[src/rtl/core/salid_pkg.sv]
// ----------------------------------------------------------------------------
// salid_pkg
// Shared types and constants for the sorted list with insert and delete.
// ----------------------------------------------------------------------------
`timescale 1ns / 1ps
`default_nettype none

package salid_pkg;

	// Default number of cells in the chain
	localparam int CAPACITY_DEF = 16;

	// Fixed field widths
	localparam int VALUE_W  = 32;
	localparam int STATUS_W = 2;

	// Width of a count for the default capacity
	localparam int COUNT_W_DEF = $clog2(CAPACITY_DEF + 1);

	// Operation codes on the func field
	localparam logic FUNC_INSERT = 1'b0;
	localparam logic FUNC_DELETE = 1'b1;

	// Result status codes
	typedef enum logic [STATUS_W-1:0] {
		STATUS_DONE      = 2'd0,
		STATUS_NOT_FOUND = 2'd1,
		STATUS_FULL      = 2'd2
	} status_t;

	// Command broadcast from the control to every cell
	typedef struct packed {
		logic                      ins_en;
		logic                      del_en;
		logic signed [VALUE_W-1:0] value;
	} cell_cmd_t;

endpackage

`default_nettype wire

[src/rtl/core/salid_req_if.sv]
// ----------------------------------------------------------------------------
// salid_req_if
// Request channel: one insert or delete operation per transfer.
// ----------------------------------------------------------------------------
`timescale 1ns / 1ps
`default_nettype none

interface salid_req_if
	import salid_pkg::*;
	();

	logic                      valid;
	logic                      ready;
	logic                      func;
	logic signed [VALUE_W-1:0] value;

	modport source (output valid, output func, output value, input ready);
	modport sink   (input valid, input func, input value, output ready);

endinterface

`default_nettype wire

[src/rtl/core/salid_rsp_if.sv]
// ----------------------------------------------------------------------------
// salid_rsp_if
// Response channel: shift count, status and new count per transfer.
// ----------------------------------------------------------------------------
`timescale 1ns / 1ps
`default_nettype none

interface salid_rsp_if
	import salid_pkg::*;
	#(
	parameter int COUNT_W = COUNT_W_DEF
	) ();

	logic                valid;
	logic                ready;
	logic [COUNT_W-1:0]  moves;
	logic [STATUS_W-1:0] status;
	logic [COUNT_W-1:0]  new_count;

	modport source (output valid, output moves, output status, output new_count,
		input ready);
	modport sink   (input valid, input moves, input status, input new_count,
		output ready);

endinterface

`default_nettype wire

[src/rtl/core/salid_cell.sv]
// ----------------------------------------------------------------------------
// salid_cell
// One list entry: compares against the broadcast value and shifts in from
// its left neighbour on insert or from its right neighbour on delete.
// ----------------------------------------------------------------------------
`timescale 1ns / 1ps
`default_nettype none

module salid_cell
	import salid_pkg::*;
	(
	input  wire logic                      clk,
	input  wire cell_cmd_t                 cmd,
	input  wire logic                      occupied,
	input  wire logic                      left_less,
	input  wire logic signed [VALUE_W-1:0] left_entry,
	input  wire logic signed [VALUE_W-1:0] right_entry,
	output logic                           less,
	output logic                           boundary,
	output logic                           equal,
	output logic signed [VALUE_W-1:0]      entry
	);

	logic signed [VALUE_W-1:0] entry_q;

	// Compare against the broadcast value; empty cells never count as less
	always_comb begin
		less     = occupied && (entry_q < cmd.value);
		equal    = occupied && (entry_q == cmd.value);
		boundary = left_less && !less;
	end

	assign entry = entry_q;

	// Shift: right of the boundary on insert, at or after the match on delete
	always_ff @(posedge clk) begin
		if (cmd.ins_en) begin
			if (!left_less) begin
				entry_q <= left_entry;
			end else if (!less) begin
				entry_q <= cmd.value;
			end
		end else if (cmd.del_en && occupied && !less) begin
			entry_q <= right_entry;
		end
	end

endmodule

`default_nettype wire

[src/rtl/core/salid_pos_enc.sv]
// ----------------------------------------------------------------------------
// salid_pos_enc
// One-hot to binary encoder for the insert or match position.
// ----------------------------------------------------------------------------
`timescale 1ns / 1ps
`default_nettype none

module salid_pos_enc #(
	parameter int N = 16
	) (
	input  wire logic [N-1:0]         onehot,
	output logic [$clog2(N)-1:0]      index
	);

	localparam int IW = $clog2(N);

	// OR together the indices of the set bits; at most one is set
	always_comb begin
		index = '0;
		for (int i = 0; i < N; i++) begin
			if (onehot[i]) begin
				index = index | IW'(i);
			end
		end
	end

endmodule

`default_nettype wire

[src/rtl/core/sorted_array_list_insert_delete_top.sv]
// ----------------------------------------------------------------------------
// sorted_array_list_insert_delete_top
// Ascending list of signed values with insert and delete of one value.
// ----------------------------------------------------------------------------
// The list lives in a chain of CAPACITY cells, one entry per cell, together
// with a count of the entries in use. Every request is compared against all
// cells at once: an insert lands at the first entry not less than the value
// and the later entries move up one cell; a delete removes the first equal
// entry and the later entries move down. One request is taken per clock and
// its response appears on rsp in the cycle after the transfer, from an output
// register, so back-to-back requests run at one per cycle while rsp is
// taken; the cycle is set by the cell compare and the position encoder.
// No clearing pass is needed after reset: only the count is cleared.
// COUNT_W of the rsp interface must equal $clog2(CAPACITY + 1).
// ----------------------------------------------------------------------------
`timescale 1ns / 1ps
`default_nettype none

module sorted_array_list_insert_delete_top
	import salid_pkg::*;
	#(
	parameter int CAPACITY = CAPACITY_DEF
	) (
	input  wire logic   clk,
	input  wire logic   arst_n,
	salid_req_if.sink   req,
	salid_rsp_if.source rsp
	);

	localparam int IW = $clog2(CAPACITY);
	localparam int CW = $clog2(CAPACITY + 1);

	logic [CW-1:0] count_q;
	logic          rsp_valid_q;
	logic [CW-1:0] moves_q;
	status_t       status_q;
	logic [CW-1:0] new_count_q;

	logic                      take;
	logic                      full;
	logic                      found;
	logic [IW-1:0]             pos;
	cell_cmd_t                 cmd;
	logic [CW-1:0]             moves_d;
	status_t                   status_d;
	logic [CW-1:0]             count_d;

	logic [CAPACITY-1:0]       less;
	logic [CAPACITY-1:0]       boundary;
	logic [CAPACITY-1:0]       equal;
	logic signed [VALUE_W-1:0] entry [CAPACITY];

	// Accept whenever the response register is free or being emptied
	assign req.ready = !rsp_valid_q || rsp.ready;
	assign take      = req.valid && req.ready;
	assign full      = (count_q == CW'(CAPACITY));
	assign found     = |(boundary & equal);

	// Broadcast command to the chain
	always_comb begin
		cmd.value  = req.value;
		cmd.ins_en = take && (req.func == FUNC_INSERT) && !full;
		cmd.del_en = take && (req.func == FUNC_DELETE) && found;
	end

	// Chain of cells
	for (genvar i = 0; i < CAPACITY; i++) begin : g_cell
		logic                      occ;
		logic                      l_less;
		logic signed [VALUE_W-1:0] l_entry;
		logic signed [VALUE_W-1:0] r_entry;

		assign occ = (CW'(i) < count_q);

		if (i == 0) begin : g_head
			assign l_less  = 1'b1;
			assign l_entry = req.value;
		end else begin : g_body
			assign l_less  = less[i-1];
			assign l_entry = entry[i-1];
		end

		if (i == CAPACITY - 1) begin : g_tail
			assign r_entry = entry[i];
		end else begin : g_mid
			assign r_entry = entry[i+1];
		end

		salid_cell u_cell (
			.clk         (clk),
			.cmd         (cmd),
			.occupied    (occ),
			.left_less   (l_less),
			.left_entry  (l_entry),
			.right_entry (r_entry),
			.less        (less[i]),
			.boundary    (boundary[i]),
			.equal       (equal[i]),
			.entry       (entry[i])
		);
	end

	// Lower-bound position: also the first match on delete
	salid_pos_enc #(
		.N (CAPACITY)
	) u_pos_enc (
		.onehot (boundary),
		.index  (pos)
	);

	// Result of the operation
	always_comb begin
		moves_d  = '0;
		status_d = STATUS_DONE;
		count_d  = count_q;
		if (req.func == FUNC_INSERT) begin
			if (full) begin
				status_d = STATUS_FULL;
			end else begin
				moves_d = count_q - CW'(pos);
				count_d = count_q + CW'(1);
			end
		end else begin
			if (found) begin
				moves_d = count_q - CW'(pos) - CW'(1);
				count_d = count_q - CW'(1);
			end else begin
				status_d = STATUS_NOT_FOUND;
				moves_d  = count_q;
			end
		end
	end

	// Count and response valid
	always_ff @(posedge clk or negedge arst_n) begin
		if (!arst_n) begin
			count_q     <= '0;
			rsp_valid_q <= 1'b0;
		end else begin
			if (take) begin
				count_q     <= count_d;
				rsp_valid_q <= 1'b1;
			end else if (rsp.ready) begin
				rsp_valid_q <= 1'b0;
			end
		end
	end

	// Response payload
	always_ff @(posedge clk) begin
		if (take) begin
			moves_q     <= moves_d;
			status_q    <= status_d;
			new_count_q <= count_d;
		end
	end

	assign rsp.valid     = rsp_valid_q;
	assign rsp.moves     = moves_q;
	assign rsp.status    = status_q;
	assign rsp.new_count = new_count_q;

endmodule

`default_nettype wire

[src/flat_wrapper.sv]
// flat-port wrapper written by rule: the top's interface ports become plain ports
module sorted_array_list_insert_delete_top_flat import salid_pkg::*;
#(
	parameter int CAPACITY = CAPACITY_DEF
	)
  (clk, arst_n, req_valid, req_func, req_value, req_ready, rsp_valid, rsp_moves, rsp_status, rsp_new_count, rsp_ready);
  salid_req_if req_i ();
  salid_rsp_if rsp_i ();
  input  wire logic clk;
  input  wire logic arst_n;
  input wire logic [$bits(req_i.valid)-1:0] req_valid;
  input wire logic [$bits(req_i.func)-1:0] req_func;
  input wire logic [$bits(req_i.value)-1:0] req_value;
  output wire logic [$bits(req_i.ready)-1:0] req_ready;
  output wire logic [$bits(rsp_i.valid)-1:0] rsp_valid;
  output wire logic [$bits(rsp_i.moves)-1:0] rsp_moves;
  output wire logic [$bits(rsp_i.status)-1:0] rsp_status;
  output wire logic [$bits(rsp_i.new_count)-1:0] rsp_new_count;
  input wire logic [$bits(rsp_i.ready)-1:0] rsp_ready;
  assign req_i.valid = req_valid;
  assign req_i.func = req_func;
  assign req_i.value = req_value;
  assign req_ready = req_i.ready;
  assign rsp_valid = rsp_i.valid;
  assign rsp_moves = rsp_i.moves;
  assign rsp_status = rsp_i.status;
  assign rsp_new_count = rsp_i.new_count;
  assign rsp_i.ready = rsp_ready;
  sorted_array_list_insert_delete_top #(.CAPACITY(CAPACITY)) u_core (.clk(clk), .arst_n(arst_n), .req(req_i), .rsp(rsp_i));
endmodule
[config.mk]
export PLATFORM = sky130hd
export DESIGN_NAME = sorted_array_list_insert_delete_top_flat
export DESIGN_NICKNAME = d
export VERILOG_FILES = /design/src/rtl/core/salid_pkg.sv /design/src/rtl/core/salid_req_if.sv /design/src/rtl/core/salid_rsp_if.sv /design/src/rtl/core/salid_cell.sv /design/src/rtl/core/salid_pos_enc.sv /design/src/rtl/core/sorted_array_list_insert_delete_top.sv /design/src/flat_wrapper.sv
export SDC_FILE = /design/constraint.sdc
export NUM_CORES = 2
export LEC_CHECK = 0
export ABC_AREA = 1
export BUFFER_PORTS_ARGS = -buffer_cell sky130_fd_sc_hd__buf_4
export CAP_MARGIN = 25
export CORE_ASPECT_RATIO = 0.8
export CORE_UTILIZATION = 55
export CTS_CLUSTER_SIZE = 24
export DETAILED_ROUTE_END_ITERATION = 6
export HOLD_SLACK_MARGIN = 0.08
export PLACE_DENSITY = 0.73
export SKIP_LAST_GASP = 1
export SLEW_MARGIN = 20
export SYNTH_ARGS = -nofsm -noshare
export SYNTH_HDL_FRONTEND = slang
export SYNTH_SLANG_ARGS = --single-unit
export TNS_END_PERCENT = 50
[constraint.sdc]
create_clock -name clk -period 6.27 [get_ports clk]
set_input_delay 0.627 -clock clk [delete_from_list [all_inputs] [get_ports clk]]
set_output_delay 0.627 -clock clk [all_outputs]
set_load 0.01 [all_outputs]
Word level (Yosys, flattened, before mapping)
Index checks and enable logic that the tools add are counted.

word-level totals
  register bits after elaboration = 530
  latch bits = 0
  memory bits (writable) = 0
  ROM bits = 0
  input port bits = 37
  word-level logic and storage cells = 313
  memories kept = 0

cells by class
  $add $sub $neg = 4
  $mul = 0
  div/mod/pow operators = 0
  order comparisons = 32
  eq/ne operators = 33
  shift operators = 0
  mux-type cells = 87
  bitwise gates (word level) = 2
  reductions and logical operators = 134

operators with widths
  operator                                                                      count
  32-bit two-way mux                                                            61
  32-bit equality test                                                          16
  32-bit less-than comparator                                                   16
  1-bit logical AND                                                             82
  3-bit inequality test (second input constant)                                 14
  4-bit by 5-bit less-than comparator with 1-bit output (first input constant)  8
  4-bit two-way mux                                                             8
  2-bit AND reduction                                                           16
  2-bit nonzero test                                                            16
  5-bit two-way mux                                                             6
  3-bit by 5-bit less-than comparator with 1-bit output (first input constant)  4
  1-bit zero test                                                               18
  16-bit AND                                                                    1
  16-bit OR reduction                                                           1
  3-bit two-way mux                                                             4
  1-bit by 5-bit less-than comparator with 1-bit output (first input constant)  2
  2-bit by 5-bit less-than comparator with 1-bit output (first input constant)  2
  5-bit by 1-bit subtractor with 5-bit output (second input constant)           2
  2-bit two-way mux                                                             4
  5-bit by 1-bit adder with 5-bit output (second input constant)                1
  5-bit equality test (second input constant)                                   1
  5-bit by 4-bit subtractor with 5-bit output                                   1
  1-bit two-way mux                                                             4
  2-bit inequality test (second input constant)                                 2
  other kinds (2)                                                               2

Logic depth before layout (Yosys ltp)
  depth in word-level cells = 23
  depth in mapped cells = 31

Hierarchy
Synthesis repeated with hierarchy kept, for this count alone.

second synthesis, totals
  cell total of the unflattened synthesis = 5422
  area, all modules = 41401.0 um2

modules (own cells, without submodules)
  module                                     instances  cells each  area each (um2)  seq. area each (um2)
  salid_cell at u_core.g_cell[0].u_cell ...  15         324         2487.4           960.9
  salid_cell at u_core.g_cell[15].u_cell     1          327         2501.1           960.9
  sorted_array_list_insert_delete_top        1          198         1445.1           510.5
  salid_pos_enc                              1          37          143.9            0.0

Worst setup path after synthesis
Ideal clock, no wire load.

  kind = input -> register
  start = input req_value[29]
  end = register u_core.g_cell[0].u_cell.entry_q[0], enable pin
  setup time = 397 ps
  arrival time = 3782 ps
  data required time = 5873 ps
  setup slack = 2091 ps
  stages on the path = 20
  cells stage by stage = inv_1 > ha_1 > a21oi_1 > nor2_1 > nor3_1 > nand2_1 > a21oi_1 > nand2_1 > nand2_1 > nand2_1 > nor2_1 > nand3_1 > nand2_1 > nor2_2 > nand2_2 > nor2_4 > nor2_4 > buf_6 > nand2_4 > o21ai_2

between the ends
  cells in the longest elaborated chain, start to end = 11

RTL lines
  what                                       RTL line                                   RTL
  start, declared                            flat_wrapper.sv:13                         input wire logic [$bits(req_i.value)-1:0] req_value;
  32-bit less-than comparator                salid_cell.sv:28                           less = occupied && (entry_q < cmd.value);
  1-bit logical AND                          salid_cell.sv:28
  1-bit zero test, on equally long branches  n/a
  1-bit logical AND                          salid_cell.sv:30                           boundary = left_less && !less;
  16-bit AND                                 sorted_array_list_insert_delete_top.sv:57  assign found = |(boundary & equal);
  16-bit OR reduction                        sorted_array_list_insert_delete_top.sv:57
  1-bit logical AND                          sorted_array_list_insert_delete_top.sv:63  cmd.del_en = take && (req.func == FUNC_DELETE) && found;
  1-bit logical AND (2 in series)            salid_cell.sv:43                           end else if (cmd.del_en && occupied && !less) begin
  2-bit nonzero test (no source line)        n/a
  2-bit AND reduction (no source line) (*)   n/a
  end signal, assigned                       salid_cell.sv:39                           entry_q <= left_entry;
  end signal, assigned                       salid_cell.sv:41                           entry_q <= cmd.value;
  end signal, assigned                       salid_cell.sv:44                           entry_q <= right_entry;
  end, declared                              salid_cell.sv:24                           logic signed [VALUE_W-1:0] entry_q;

Mark *: on every way between the ends. The rest lies on a longest branch, timed or not.
A chain may end at the register's enable or synchronous reset.

Worst setup path after layout
  start = register u_core.g_cell[15].u_cell.entry_q[31]
  end = register u_core.moves_q[4], in the netlist u_core.rsp.moves[4], data pin

between the ends
  cells in the longest elaborated chain, start to end = 9

RTL lines
  what                                         RTL line                                                                                RTL
  start, declared                              salid_cell.sv:24
  start signal, assigned                       salid_cell.sv:39
  start signal, assigned                       salid_cell.sv:41
  start signal, assigned                       salid_cell.sv:44
  32-bit less-than comparator                  salid_cell.sv:28
  1-bit logical AND                            salid_cell.sv:28
  1-bit zero test                              n/a
  1-bit logical AND                            salid_cell.sv:30
  4-bit two-way mux                            salid_pos_enc.sv:21                                                                     if (onehot[i]) begin
  5-bit by 4-bit subtractor with 5-bit output  sorted_array_list_insert_delete_top.sv:120, sorted_array_list_insert_delete_top.sv:125
  5-bit by 1-bit subtractor with 5-bit output  sorted_array_list_insert_delete_top.sv:125                                              moves_d = count_q - CW'(pos) - CW'(1);
  5-bit two-way mux                            sorted_array_list_insert_delete_top.sv:124                                              if (found) begin
  5-bit two-way mux (*)                        sorted_array_list_insert_delete_top.sv:116                                              if (req.func == FUNC_INSERT) begin
  via u_core.moves_d[4]                        sorted_array_list_insert_delete_top.sv:44                                               logic [CW-1:0] moves_d;
  end signal, assigned                         sorted_array_list_insert_delete_top.sv:152                                              moves_q <= moves_d;
  end, declared                                sorted_array_list_insert_delete_top.sv:35                                               logic [CW-1:0] moves_q;

The timed path passes the listed nets; every way through them passes the cells marked *.

==> impl_metrics.tcl <==
set metrics [dict create \
    worst-setup-path-type "reg2reg" \
    rows 86 \
    power.leakage_nw 19.1 \
    postSynthCellCount 4582 \
    crit_arrival_ps 5380 \
    drt_iter0_drc 5445 \
    rsz0062_at_grt "no" \
    grt_overflow 0 \
    ir_worst_vdd_mv 0.226 \
    ys.flop_type "edfxtp_1" \
    routed_via_density 6.44 \
    synth_top_area_share 0.409 \
    ys_seq_area_frac 0.413 \
    status "completed" \
    area_delta_synth_final_pct 9.87 \
    min_period_over_period 0.797 \
    cts_buffer_depth 3 \
    finalSetupViolCount 0 \
    worst_pin_slew_ps 1100 \
    synth_seq_cells 530 \
    setup_tns_ps 0 \
    place_congestion 1.06 \
    clock_sinks 530 \
    cts_tree "built" \
    port-buffer-count 50 \
    yosysTopAreaCell "edfxtp_1" \
    worstPathMaxFanout 4 \
    htreeDepth 2 \
    min_path_type "in2reg" \
    placed_cell_area_um2 40300 \
    grt_pass1_vias 32700 \
    wl_per_cell_um 25.6 \
    fp.dieW_um 298 \
    synth-edff-count 524 \
    initial_core_util 0.558 \
    die-area_um2 71000 \
    pin_count 51 \
    yosys-top-cells-area "edfxtp_1 41%, ha_1 17%, nand2_1 11%" \
    syn-mean-instance-area_um2 8.39 \
    hpwl_um 102000 \
    drv_slew 0 \
    max-slew-margin-rel 0.266 \
    design_area_um2 42300 \
    clk_pin_slew_ps 60 \
    route.vias.total 35900 \
    cp-start-kind "flip-flop" \
    cts_root_buf "clkbuf_16" \
    ys_warn_count 0 \
    antenna_found_initial 7 \
    fmax_ghz 0.200 \
    layout-drive-gt1-share 0.0654 \
    async_flop_share 0.0113 \
    num-nets-final 5161 \
    postSynthNetCount 5140 \
    wl_um 143000 \
    cts_buffers 58 \
    core_um2 69000 \
    hold_viol_final 0 \
    drtPass1Iterations 6 \
    min_period_ps 5000 \
    max-cap-violations 0 \
    yosysUniqueCellTypes 48 \
    p_per_area_nw_per_um2 287 \
    die_height_um 239 \
    track_usage 0.396 \
    grt_pass1_wl_um 209000 \
    worst_clock_skew_ps 43.0 \
    end_kind "flip-flop" \
    worst-endpoint-required_ps 6650 \
    ant_nets 0 \
    grt_max_degree 143 \
    clk_latency_ps 680 \
    drc 0 \
    synth_area_um2 38500 \
]
## cells by family (layout without fill, tap and decap cells)
logic type               count (synthesis)  count (layout)  synth area share
XOR/XNOR                                 6               6           0.00137
AND/OR/NAND/NOR                       1568            1568             0.168
buffers and inverters                  643             711            0.0631
other                                    0               4                 0
flip-flops                             530             530             0.413
AO/OA/AOI/OAI                         1314            1314             0.185
adder cells (fa/ha/maj)                521             521             0.170
## routing by layer
layer | wire length (um) | up-vias | global-route usage
li1 | - | 16200 | -
met1 | 59900 | 16900 | 0.590
met2 | 55500 | 2570 | 0.534
met3 | 23300 | 264 | 0.136
met4 | 4220 | 4 | 0.117
met5 | 27 | - | 0
## stage by stage
step / hold WS (ps) / total power, mW / utilization / setup slack [ps] / cells
finish: 290 / 12.2 / 0.613 / 1270 / 5578
CTS: 275 / 12.0 / 0.613 / 1360 / 5574
floorplan: 331 / 6.89 / - / 2090 / 4582
global placement: 445 / 8.26 / 0.584 / 804 / 5466
detailed placement: 444 / 8.32 / 0.584 / 777 / 5466
global route: 324 / 12.6 / 0.613 / 1040 / 5576
## report_power, final
group	internal, mW	switching [mW]	total [mW]
Combinational	1.10	2.66	3.76
Sequential	4.39	0.304	4.69
Clock	2.11	1.59	3.70
## registers in the layout (all words and copies together), names as in the netlist
signal and flops:
u_core.rsp.moves 5, u_core.count_q 5, u_core.rsp.new_count 5, u_core.g_cell.u_cell.entry 512, u_core.rsp.valid 1, u_core.rsp.status 2
## layout by cell type (no fill, tap or decap), drive strengths merged
cell         count
a21boi           1
a21o             9
a21oi          463
a31oi            2
and2             1
and3             8
buf            144
bufinv           9
clkbuf          72
clkinv          25
clkinvlp         3
dfrtp            6
diode            4
dlygate4sd3      1
edfxtp         524
fa               1
ha             520
inv            457
nand2         1142
nand3           86
nand3b           6
nand4           50
nor2           224
nor3            32
nor3b            2
nor4            16
o211ai           5
o21a            30
o21ai          541
o21bai          37
o221ai           1
o22ai          225
or2              1
xnor2            1
xor2             5
## final timing paths
path | startpoint | endpoint | slack (ps) | depth (start not counted)
min in group asynchronous | arst_n | u_core.rsp.valid | 370 | 2
max in group asynchronous | arst_n | u_core.count_q[1] | 5780 | 2
worst max-delay path | u_core.g_cell[15].u_cell.entry[31] | u_core.rsp.moves[4] | 1270 | 22
worst min-delay path | rsp_ready | u_core.rsp.valid | 290 | 4
worst min register to register | u_core.g_cell[15].u_cell.entry[4] | u_core.g_cell[14].u_cell.entry[4] | 550 | 2
worst max register to register | u_core.g_cell[15].u_cell.entry[31] | u_core.rsp.moves[4] | 1270 | 22
## cell usage after synthesis, types with 2 or more instances
library cell and number:
o21a_1 30, nor3_2 3, nand2_1 1137, o211ai_1 5, dfrtp_1 6, and3_1 8
nand3_1 77, nand3b_1 6, clkinv_1 2, inv_1 448, nor2_1 211, buf_1 12
o21ai_0 528, buf_2 2, nor4_1 14, inv_2 9, a21o_1 9, nor2_4 7
o22ai_1 225, o21ai_1 4, nand2_2 4, a21oi_1 463, nor2_2 6, nor4_4 2
nand3_2 8, o21ai_2 9, o21bai_1 37, nand4_1 49, nor3b_2 2, clkbuf_1 168
nor3_1 28, ha_1 520, edfxtp_1 524, xor2_1 5
## worst max-delay path, cell delays in order, from the launching register on
cell,delay [ps]
edfxtp_1,410
ha_1,420
nand2_1,160
nor2_1,160
nand2_1,160
nor3_1,630
nand2_1,280
nand3b_1,180
a31oi_1,200
nor2_1,190
inv_1,90
nor3_1,210
nand2_1,140
ha_1,200
inv_1,80
fa_1,450
inv_1,100
ha_1,160
inv_1,40
nor2_1,120
nand2_1,80
xor2_1,130
o211ai_1,110
## timing repair
| action | CTS | global route |
|---|---|---|
| buffers inserted | 0 | 0 |
| hold endpoints to repair | 6 | 0 |
| hold buffers | 1 | 0 |
| resized for setup | 0 | 0 |
## cell type report
| class | count | area [um^2] |
|---|---|---|
| Tap cell | 924 | 1160 |
| Clock inverter | 35 | 417 |
| Clock buffer | 72 | 1550 |
| Sequential cell | 530 | 15900 |
| Fill cell | 6028 | 26700 |
| Antenna cell | 4 | 10.0 |
| Multi-Input combinational cell | 3409 | 20300 |
| Inverter | 459 | 1730 |
| Timing Repair Buffer | 145 | 1230 |
Note: power is estimated with default switching activity, not from simulation.
